==> src/sv/run_and_pair_code_decoder_defines.svh <==
// ----------------------------------------------------------------------------
// Run and pair code decoder: assertion macros
// Clocked assertion wrappers, empty in synthesis.
// ----------------------------------------------------------------------------
`ifndef RUN_AND_PAIR_CODE_DECODER_DEFINES_SVH
`define RUN_AND_PAIR_CODE_DECODER_DEFINES_SVH

`ifndef SYNTHESIS
// Check that prop holds at every rising clock edge outside reset.
`define RPCD_ASSERT(label, clk, rst_n, prop, msg) \
  label: assert property (@(posedge clk) disable iff (!rst_n) prop) else $error(msg);
// Check that cond never holds at a rising clock edge outside reset.
`define RPCD_ASSERT_NEVER(label, clk, rst_n, cond, msg) \
  label: assert property (@(posedge clk) disable iff (!rst_n) !(cond)) else $error(msg);
`else
`define RPCD_ASSERT(label, clk, rst_n, prop, msg)
`define RPCD_ASSERT_NEVER(label, clk, rst_n, cond, msg)
`endif

`endif

==> src/sv/rpcd_pkg.sv <==
`timescale 1ns / 1ps
// ----------------------------------------------------------------------------
// Run and pair code decoder package
// Shared widths, codes and the decode request type.
// ----------------------------------------------------------------------------
package rpcd_pkg;

  localparam int unsigned BYTE_W = 8;
  localparam int unsigned CFG_IDX_W = 2;

  typedef logic [BYTE_W-1:0] byte_t;

  typedef enum logic [CFG_IDX_W-1:0] {
    CFG_RUN_LIMIT  = 2'd0,
    CFG_PAIR_COUNT = 2'd1,
    CFG_LIT_OFFSET = 2'd2
  } cfg_idx_e;

  typedef enum logic {
    MODE_LOAD   = 1'b0,
    MODE_DECODE = 1'b1
  } mode_e;

  localparam byte_t PAIR_RUN_LEN    = 8'd2;
  localparam byte_t LITERAL_RUN_LEN = 8'd1;

  // Result request from the front end to the result stage.
  typedef struct packed {
    logic  valid;  // item yields a result
    logic  pair;   // value comes from the pair table
    byte_t value;  // final value unless pair
    byte_t len;    // run length
  } req_t;

endpackage

==> src/sv/rpcd_ifs.sv <==
`timescale 1ns / 1ps
// ----------------------------------------------------------------------------
// Run and pair code decoder channels
// Input item and result item channels with valid/ready handshake.
// ----------------------------------------------------------------------------
interface rpcd_in_if;
  logic                 valid;
  logic                 ready;
  logic                 mode;
  rpcd_pkg::byte_t      table_index;
  rpcd_pkg::byte_t      data_byte;

  modport source (output valid, mode, table_index, data_byte, input ready);
  modport sink   (input valid, mode, table_index, data_byte, output ready);
endinterface

interface rpcd_out_if;
  logic                 valid;
  logic                 ready;
  rpcd_pkg::byte_t      out_value;
  rpcd_pkg::byte_t      run_length;

  modport source (output valid, out_value, run_length, input ready);
  modport sink   (input valid, out_value, run_length, output ready);
endinterface

==> src/sv/rpcd_table.sv <==
`timescale 1ns / 1ps
// ----------------------------------------------------------------------------
// Run and pair code decoder pair table
// Single-port-write, single-port-read memory, registered read, per-entry
// valid bits so that entries never written read as zero.
// ----------------------------------------------------------------------------
module rpcd_table #(
  parameter int unsigned DEPTH = 256
) (
  input  logic                     clk_i,
  input  logic                     rst_ni,
  input  logic                     we_i,
  input  logic [$clog2(DEPTH)-1:0] waddr_i,
  input  rpcd_pkg::byte_t          wdata_i,
  input  logic                     re_i,
  input  logic [$clog2(DEPTH)-1:0] raddr_i,
  output rpcd_pkg::byte_t          rdata_o
);

  rpcd_pkg::byte_t mem_q [DEPTH];
  logic [DEPTH-1:0] vld_q;
  rpcd_pkg::byte_t  rd_q;
  logic             rd_vld_q;

  always_ff @(posedge clk_i) begin
    if (we_i) begin
      mem_q[waddr_i] <= wdata_i;
    end
    if (re_i) begin
      rd_q <= mem_q[raddr_i];
    end
  end

  always_ff @(posedge clk_i or negedge rst_ni) begin
    if (!rst_ni) begin
      vld_q    <= '0;
      rd_vld_q <= 1'b0;
    end else begin
      if (we_i) begin
        vld_q[waddr_i] <= 1'b1;
      end
      if (re_i) begin
        rd_vld_q <= vld_q[raddr_i];
      end
    end
  end

  assign rdata_o = rd_vld_q ? rd_q : '0;

endmodule

==> src/sv/rpcd_front.sv <==
`timescale 1ns / 1ps
// ----------------------------------------------------------------------------
// Run and pair code decoder front end
// Classify a stream byte, track the armed run, form the table read address.
// ----------------------------------------------------------------------------
module rpcd_front (
  input  logic            clk_i,
  input  logic            rst_ni,
  input  logic            accept_i,
  input  logic            mode_i,
  input  rpcd_pkg::byte_t code_i,
  input  rpcd_pkg::byte_t run_limit_i,
  input  rpcd_pkg::byte_t pair_count_i,
  input  logic            lit_offset_i,
  output rpcd_pkg::byte_t raddr_o,
  output rpcd_pkg::req_t  req_o
);

  logic            armed_q, armed_d;
  rpcd_pkg::byte_t pend_len_q, pend_len_d;
  rpcd_pkg::byte_t pair_bound;

  assign pair_bound = run_limit_i + pair_count_i;
  assign raddr_o    = code_i - run_limit_i;

  always_comb begin
    armed_d    = armed_q;
    pend_len_d = pend_len_q;
    req_o      = '0;
    if (mode_i == rpcd_pkg::MODE_DECODE) begin
      if (armed_q) begin
        // byte after a run code is the run value whatever it is
        armed_d     = 1'b0;
        req_o.valid = 1'b1;
        req_o.value = code_i - 8'd1;
        req_o.len   = pend_len_q;
      end else if (code_i < run_limit_i) begin
        armed_d    = 1'b1;
        pend_len_d = code_i + 8'd1;
      end else if (code_i < pair_bound) begin
        req_o.valid = 1'b1;
        req_o.pair  = 1'b1;
        req_o.len   = rpcd_pkg::PAIR_RUN_LEN;
      end else begin
        req_o.valid = 1'b1;
        req_o.value = code_i - {7'd0, lit_offset_i};
        req_o.len   = rpcd_pkg::LITERAL_RUN_LEN;
      end
    end
  end

  always_ff @(posedge clk_i or negedge rst_ni) begin
    if (!rst_ni) begin
      armed_q    <= 1'b0;
      pend_len_q <= '0;
    end else if (accept_i) begin
      armed_q    <= armed_d;
      pend_len_q <= pend_len_d;
    end
  end

endmodule

==> src/sv/run_and_pair_code_decoder.sv <==
// Pipeline: an item is registered in stage one (with the pair table read), then in the output register.
// Throughput: one item per cycle unless the output stalls; the pair table read in the
// cycle after the transfer is the only memory access on the path, one per item.
// Reset: control, run state and configuration registers clear at once; table valid bits
// clear at once so the whole pair table reads as zero; no clearing pass.
`timescale 1ns / 1ps
// ----------------------------------------------------------------------------
// Run and pair code decoder
// Decodes run, pair-dictionary and literal codes of a compressed byte stream
// into (value, length) results, and loads the pair table.
// ----------------------------------------------------------------------------
`include "run_and_pair_code_decoder_defines.svh"

module run_and_pair_code_decoder #(
  parameter int unsigned TABLE_DEPTH = 256
) (
  input  logic                       clk_i,
  input  logic                       rst_ni,
  input  logic                       cfg_we_i,
  input  logic [rpcd_pkg::CFG_IDX_W-1:0] cfg_idx_i,
  input  rpcd_pkg::byte_t            cfg_data_i,
  rpcd_in_if.sink                    in_i,
  rpcd_out_if.source                 out_o
);

  localparam int unsigned AW = $clog2(TABLE_DEPTH);

  // Configuration registers.
  rpcd_pkg::byte_t run_limit_q, pair_count_q;
  logic            lit_offset_q;

  always_ff @(posedge clk_i or negedge rst_ni) begin
    if (!rst_ni) begin
      run_limit_q  <= '0;
      pair_count_q <= '0;
      lit_offset_q <= 1'b0;
    end else if (cfg_we_i) begin
      unique case (cfg_idx_i)
        rpcd_pkg::CFG_RUN_LIMIT:  run_limit_q  <= cfg_data_i;
        rpcd_pkg::CFG_PAIR_COUNT: pair_count_q <= cfg_data_i;
        rpcd_pkg::CFG_LIT_OFFSET: lit_offset_q <= cfg_data_i[0];
        default: ;  // unknown index: drop the write
      endcase
    end
  end

  // Handshake and stage control.
  logic in_xfer, s1_adv, s1_valid_q, out_valid_q;

  assign s1_adv     = s1_valid_q && (!out_valid_q || out_o.ready);
  assign in_i.ready = !s1_valid_q || s1_adv;
  assign in_xfer    = in_i.valid && in_i.ready;

  // Front end: classify the byte and keep the armed run.
  rpcd_pkg::byte_t raddr;
  rpcd_pkg::req_t  req;

  rpcd_front u_front (
    .clk_i        (clk_i),
    .rst_ni       (rst_ni),
    .accept_i     (in_xfer),
    .mode_i       (in_i.mode),
    .code_i       (in_i.data_byte),
    .run_limit_i  (run_limit_q),
    .pair_count_i (pair_count_q),
    .lit_offset_i (lit_offset_q),
    .raddr_o      (raddr),
    .req_o        (req)
  );

  // Pair table: write on a load transfer, read on every transfer. A write
  // lands before any later read of the same entry, so no forwarding is
  // needed. The read register holds while stage one stalls.
  logic            tbl_we;
  rpcd_pkg::byte_t tbl_rdata;

  assign tbl_we = in_xfer && (in_i.mode == rpcd_pkg::MODE_LOAD);

  rpcd_table #(
    .DEPTH (TABLE_DEPTH)
  ) u_table (
    .clk_i   (clk_i),
    .rst_ni  (rst_ni),
    .we_i    (tbl_we),
    .waddr_i (in_i.table_index[AW-1:0]),
    .wdata_i (in_i.data_byte),
    .re_i    (in_xfer),
    .raddr_i (raddr[AW-1:0]),
    .rdata_o (tbl_rdata)
  );

  // Stage one: hold the request while the table read completes.
  logic            s1_pair_q;
  rpcd_pkg::byte_t s1_value_q, s1_len_q, s1_value;

  always_ff @(posedge clk_i or negedge rst_ni) begin
    if (!rst_ni) begin
      s1_valid_q <= 1'b0;
    end else if (in_xfer) begin
      s1_valid_q <= req.valid;
    end else if (s1_adv) begin
      s1_valid_q <= 1'b0;
    end
  end

  always_ff @(posedge clk_i) begin
    if (in_xfer) begin
      s1_pair_q  <= req.pair;
      s1_value_q <= req.value;
      s1_len_q   <= req.len;
    end
  end

  // Pair entries are stored one above the emitted value.
  assign s1_value = s1_pair_q ? (tbl_rdata - 8'd1) : s1_value_q;

  // Output register: parts the result side from the table read.
  rpcd_pkg::byte_t out_value_q, out_len_q;

  always_ff @(posedge clk_i or negedge rst_ni) begin
    if (!rst_ni) begin
      out_valid_q <= 1'b0;
    end else if (s1_adv) begin
      out_valid_q <= 1'b1;
    end else if (out_o.ready) begin
      out_valid_q <= 1'b0;
    end
  end

  always_ff @(posedge clk_i) begin
    if (s1_adv) begin
      out_value_q <= s1_value;
      out_len_q   <= s1_len_q;
    end
  end

  assign out_o.valid      = out_valid_q;
  assign out_o.out_value  = out_value_q;
  assign out_o.run_length = out_len_q;

  // A run length of zero means a run code was taken at or above the limit.
  `RPCD_ASSERT(a_len_nonzero, clk_i, rst_ni, out_valid_q |-> (out_len_q != 8'd0), "zero run length")
  // Back pressure on the input only comes from an occupied stage one.
  `RPCD_ASSERT_NEVER(a_ready_low_empty, clk_i, rst_ni, !in_i.ready && !s1_valid_q, "input stalled with stage one empty")
  // A stalled stage one keeps its item.
  `RPCD_ASSERT(a_s1_hold, clk_i, rst_ni, (s1_valid_q && !s1_adv) |=> (s1_valid_q && $stable(s1_value_q) && $stable(s1_len_q)), "stage one lost a stalled item")

endmodule

==> src/flat_wrapper.sv <==
// flat-port wrapper written by rule: the top's interface ports become plain ports
module run_and_pair_code_decoder_flat 
#(
  parameter int unsigned TABLE_DEPTH = 256
)
  (clk_i, rst_ni, cfg_we_i, cfg_idx_i, cfg_data_i, in_i_valid, in_i_mode, in_i_table_index, in_i_data_byte, in_i_ready, out_o_valid, out_o_out_value, out_o_run_length, out_o_ready);
  rpcd_in_if in_i_i ();
  rpcd_out_if out_o_i ();
  input  logic clk_i;
  input  logic rst_ni;
  input  logic cfg_we_i;
  input  logic [rpcd_pkg::CFG_IDX_W-1:0] cfg_idx_i;
  input  rpcd_pkg::byte_t cfg_data_i;
  input wire logic [$bits(in_i_i.valid)-1:0] in_i_valid;
  input wire logic [$bits(in_i_i.mode)-1:0] in_i_mode;
  input wire logic [$bits(in_i_i.table_index)-1:0] in_i_table_index;
  input wire logic [$bits(in_i_i.data_byte)-1:0] in_i_data_byte;
  output wire logic [$bits(in_i_i.ready)-1:0] in_i_ready;
  output wire logic [$bits(out_o_i.valid)-1:0] out_o_valid;
  output wire logic [$bits(out_o_i.out_value)-1:0] out_o_out_value;
  output wire logic [$bits(out_o_i.run_length)-1:0] out_o_run_length;
  input wire logic [$bits(out_o_i.ready)-1:0] out_o_ready;
  assign in_i_i.valid = in_i_valid;
  assign in_i_i.mode = in_i_mode;
  assign in_i_i.table_index = in_i_table_index;
  assign in_i_i.data_byte = in_i_data_byte;
  assign in_i_ready = in_i_i.ready;
  assign out_o_valid = out_o_i.valid;
  assign out_o_out_value = out_o_i.out_value;
  assign out_o_run_length = out_o_i.run_length;
  assign out_o_i.ready = out_o_ready;
  run_and_pair_code_decoder #(.TABLE_DEPTH(TABLE_DEPTH)) u_core (.clk_i(clk_i), .rst_ni(rst_ni), .cfg_we_i(cfg_we_i), .cfg_idx_i(cfg_idx_i), .cfg_data_i(cfg_data_i), .in_i(in_i_i), .out_o(out_o_i));
endmodule
==> config.mk <==
export PLATFORM = sky130hd
export DESIGN_NAME = run_and_pair_code_decoder_flat
export DESIGN_NICKNAME = d
export VERILOG_FILES = /design/src/sv/rpcd_pkg.sv /design/src/sv/rpcd_ifs.sv /design/src/sv/rpcd_table.sv /design/src/sv/rpcd_front.sv /design/src/sv/run_and_pair_code_decoder.sv /design/src/flat_wrapper.sv
export VERILOG_INCLUDE_DIRS = /design/src /design/src/sv
export SDC_FILE = /design/constraint.sdc
export NUM_CORES = 2
export LEC_CHECK = 0
export ABC_AREA = 1
export BUFFER_PORTS_ARGS = -buffer_cell sky130_fd_sc_hd__buf_2
export CELL_PAD_IN_SITES_DETAIL_PLACEMENT = 1
export CELL_PAD_IN_SITES_GLOBAL_PLACEMENT = 1
export CORE_UTILIZATION = 33
export CTS_CLUSTER_DIAMETER = 50
export DETAILED_ROUTE_END_ITERATION = 16
export GPL_TIMING_DRIVEN = 1
export PLACE_DENSITY = 0.58
export SLEW_MARGIN = 20
export SYNTH_ARGS = -nofsm -noshare
export SYNTH_HDL_FRONTEND = slang
export SYNTH_SLANG_ARGS = --single-unit
export TNS_END_PERCENT = 100
==> constraint.sdc <==
create_clock -name clk_i -period 3.6 [get_ports clk_i]
set_input_delay 0.18 -clock clk_i [delete_from_list [all_inputs] [get_ports clk_i]]
set_output_delay 0.18 -clock clk_i [all_outputs]
set_load 0.02 [all_outputs]
==> impl_metrics.csv <==
group,metric,value,unit
setup_path,cpMostUsedCell,"nand2_1",
yosys,seq_area_frac_synth,0.723,
pwr,p_int,54700,uW
setup_path,critical_path.cell_chain,"ha_4, inv_1, fa_4, buf_12, inv_16, buf_16, buf_16, nor2_1, o21ai_1, nand2_1, nand2_1, nand2_1, nand2_1, nand3_1, o21ai_2, nand2_1, nand3_1, nand2_2, nand2_4, nand2_1",
setup_path,arrival,4.34,ns
yosys,synth-edff-count,2089,
yosys,yosysWarnings,0,
setup_path,cpMaxStageDelayCell,"fa_4",
outcome,outcome,"finished with violations",
global_routing,grt_pass1_wl,492,mm
sta,slew_violations,0,
pwr,total_power,81000,uW
sta,max_slew_margin,0.286,
sta,hold_viol_final,0,
run,drv_cap,0,
route,via_per_inst,5.33,
sta,finalSetupViolCount,9,
route,wl_met3,16.7,mm
setup_path,ff2ff_setup_slack,-0.12,ns
setup_path,critical_path_class,"register to register",
clock_tree,clock_latency,0.88,ns
floorplan,rows,198,
yosys,synth_cell_types,31,
yosys,avgSynthCellArea,11.6,um2
placed_design,gp_congestion,0.834,
sta,post-route-min-period,3.72,ns
setup_path,endpoint_kind,"register",
clock_tree,cts_buffers,294,
clock_tree,tritoncts,"yes",
route,dr_total_vias,68928,
layout,nets,8861,
pwr,power.share.switching,0.325,
floorplan,dieArea,0.295,mm2
global_routing,globalRouteOverflowTotal,0,
yosys,netlist_area,0.0967,mm2
yosys,ys.flop_type,"edfxtp_1",
placed_design,dpl-instance-area,0.106,mm2
pwr,power_frac_comb,0.257,
route,routed_wl,339,mm
layout,final_common_cell,"edfxtp_1",
clock_tree,clk_pin_slew,0.06,ns
pwr,pwr-share-clk,0.367,
global_routing,grt_start_max_net_pins,128,
global_routing,antenna_found_initial,21,
pwr,power_density,690,mW/mm2
route,drt_iter0_markers,6260,
route,dr.max_layer_used,"met5",
setup_path,worstSetupStartpointType,"register",
layout,most-common-layout-cells,"edfxtp_1 (2089), nor2_1 (1428), o21ai_0 (1315)",
sta,grt_setup_unrepaired,"true",
floorplan,die_y,543,um
layout,n_fill_cell,30910,
sta,tightest_slew,1.07,ns
yosys,async_reset_ff_frac,0.120,
outcome,violations,"negative setup slack",
placed_design,hpwl,202,mm
setup_path,crit_start,"u_core.run_limit_q[0]$_DFFE_PN0P_",
pwr,p_leak,0.0422,uW
setup_path,timing.rr.start,"u_core.run_limit_q[0]$_DFFE_PN0P_",
route,dr.pass1.iters,6,
sta,setup_ws,-0.118,ns
worst_hold_path,holdCritPathClass,"input port to asynchronous set/reset pin",
clock_tree,clockBufferDepth,4,
sta,fin_crit_sh,1.03,
route,drtAntennaViolNets,0,
route,met1_length,151,mm
pwr,peakVddDrop,0.000447,V
floorplan,core_area,0.291,mm2
sta,fin_worst_skew,0.0499,ns
pwr,power_switching,26300,uW
sta,fmax,269,MHz
layout,fin_util,0.404,
setup_path,crit_fanout,25,
layout,areaGrowthSynthToFinish,21.5,%
yosys,syn-instance-count,8311,
placed_design,port_buffers,49,
yosys,ys_seq_elements,2374,
layout,ff_latch_area,0.0699,mm2
layout,multiInputGateArea,0.0242,mm2
global_routing,grt_use_total,0.225,
clock_tree,cts_sinks,2374,
setup_path,cp.required,4.22,ns
clock_tree,htree_levels,5,
clock_tree,root_buffer,"clkbuf_16",
layout,drive_above_1_share,0.152,
pwr,seq_power_share,0.376,
layout,fin_cells,12934,
layout,finalInstanceArea,0.117,mm2
route,post_drt_wl_per_cell,26.2,um
global_routing,grt_pass1_vias,71369,
route,wl_met2,160,mm
route,drc,0,
yosys,synth_nets,8372,
placed_design,dp_cells,12332,
setup_path,max_stage_delay,0.75,ns
floorplan,io_pins,50,
floorplan,die_x,543,um
floorplan,start_util,0.332,
[power groups by stage]
| stage | Clock [uW] | Sequential [uW] | Combinational [uW] |
|---|---|---|---|
| 2_1_floorplan | 0 | 30900 | 9830 |
| 3_3_place_gp | 0 | 31100 | 19100 |
| 3_5_place_dp | 0 | 31100 | 19200 |
| 4_1_cts | 30200 | 30500 | 20600 |
| 5_1_grt | 31100 | 30500 | 22300 |
| 6_report | 29700 | 30500 | 20800 |
[synth_stat cells (2+ instances only)]
cell type	number	area share
buf_4	10	0.00078
or2_2	61	0.0039
clkbuf_1	413	0.016
a21oi_1	38	0.0020
o211ai_1	43	0.0033
xor2_2	2	0.00034
inv_1	261	0.010
o21ai_1	26	0.0013
edfxtp_1	2089	0.65
ha_1	27	0.0035
buf_2	113	0.0058
dfrtp_1	285	0.074
xnor2_1	7	0.00063
a31oi_1	3	0.00019
nand3b_1	2	0.00016
nand2_1	1060	0.041
nor3_1	5	0.00026
o22ai_1	437	0.028
inv_2	5	0.00019
buf_1	52	0.0020
o21ai_0	1332	0.069
nor2_1	1429	0.055
fa_1	2	0.00041
nand3_1	580	0.030
nand4_1	6	0.00039
xor2_1	18	0.0016
[stage by stage]
| step | TNS (ns) | worst slack (ns) | hold WS (ns) |
|---|---|---|---|
| finish | -0.557 | -0.118 | 0.0556 |
| global placement | -3.26 | -0.601 | 0.191 |
| CTS | -0.776 | -0.118 | 0.0324 |
| global route | -1.57 | -0.199 | 0.0612 |
| floorplan | 0 | 0.851 | -0.116 |
| detailed placement | -3.22 | -0.580 | 0.202 |
[state kept, by name, indices dropped and copies added, names as in the netlist]
signal                     flops
u_core.u_table.rd_vld_q        1
u_core.s1_value_q              8
u_core.u_front.pend_len_q      8
u_core.run_limit_q             8
u_core.s1_valid_q              1
u_core.lit_offset_q            1
u_core.s1_len_q                8
u_core.out_o.run_length        8
u_core.out_o.out_value         8
u_core.pair_count_q            8
u_core.u_table.rd_q            8
u_core.out_o.valid             1
u_core.u_front.armed_q         1
u_core.u_table.mem_q        2048
u_core.s1_pair_q               1
u_core.u_table.vld_q         256
[kinds of logic (layout without fill, tap and decap cells)]
| family | count (synthesis) | after routing | synth area share |
|---|---|---|---|
| buffers and inverters | 855 | 1573 | 0.0350 |
| flip-flops | 2374 | 2374 | 0.723 |
| XOR/XNOR | 28 | 28 | 0.00277 |
| AO/OA/AOI/OAI | 1881 | 1881 | 0.104 |
| other | 0 | 5 | 0 |
| AND/OR/NAND/NOR | 3144 | 3144 | 0.131 |
| adder cells (fa/ha/maj) | 29 | 29 | 0.00391 |
[critical path: cells and delay by family (launching register included)]
family                     cells  cell delay (ns)
DFF                            1             0.42
buffers and inverters          5             0.80
and+or+nand+nor               11             0.93
AOI/OAI and AO/OA              2             0.30
adders and majority gates      2             0.92
[what timing repair did]
item / 4_1_cts / 5_1_grt
gates cloned: 13 / 5
buffers inserted: 9 / 6
hold buffers: 39 / 0
pin swaps: 17 / 13
endpoints found under the setup margin: 9 / 15
gates resized for setup: 160 / 36
hold endpoints to repair: 503 / 0
[final timing paths]
path | to | cells after the start
max in group asynchronous | u_core.u_table.vld_q[50]$_DFFE_PN0P_ | 3
setup / recovery | u_core.u_table.rd_q[2]$_DFFE_PP_ | 20
min in group clk_i | u_core.u_table.vld_q[118]$_DFFE_PN0P_ | 4
hold reg to reg | u_core.out_o.run_length[4]$_DFFE_PP_ | 0
setup reg to reg | u_core.u_table.rd_q[2]$_DFFE_PP_ | 20
hold / removal | u_core.u_front.pend_len_q[5]$_DFFE_PN0P_ | 3
[per-layer routing]
metal / GRT usage / vias up
li1: - / 30584
met1: 0.311 / 36049
met2: 0.369 / 1802
met3: 0.0271 / 489
met4: 0.0690 / 4
met5: 0 / -
[cell type report]
class	instances	area share
sequential	2374	0.595
multi-input combinational	5082	0.206
timing repair buffer	780	0.0669
clock buffer	366	0.0665
tap	3900	0.0415
clock inverter	159	0.0151
inverter	267	0.00882
timing repair inverter	1	0.000138
antenna	5	0.000107
No activity file was read; power rests on OpenSTA's default activity.
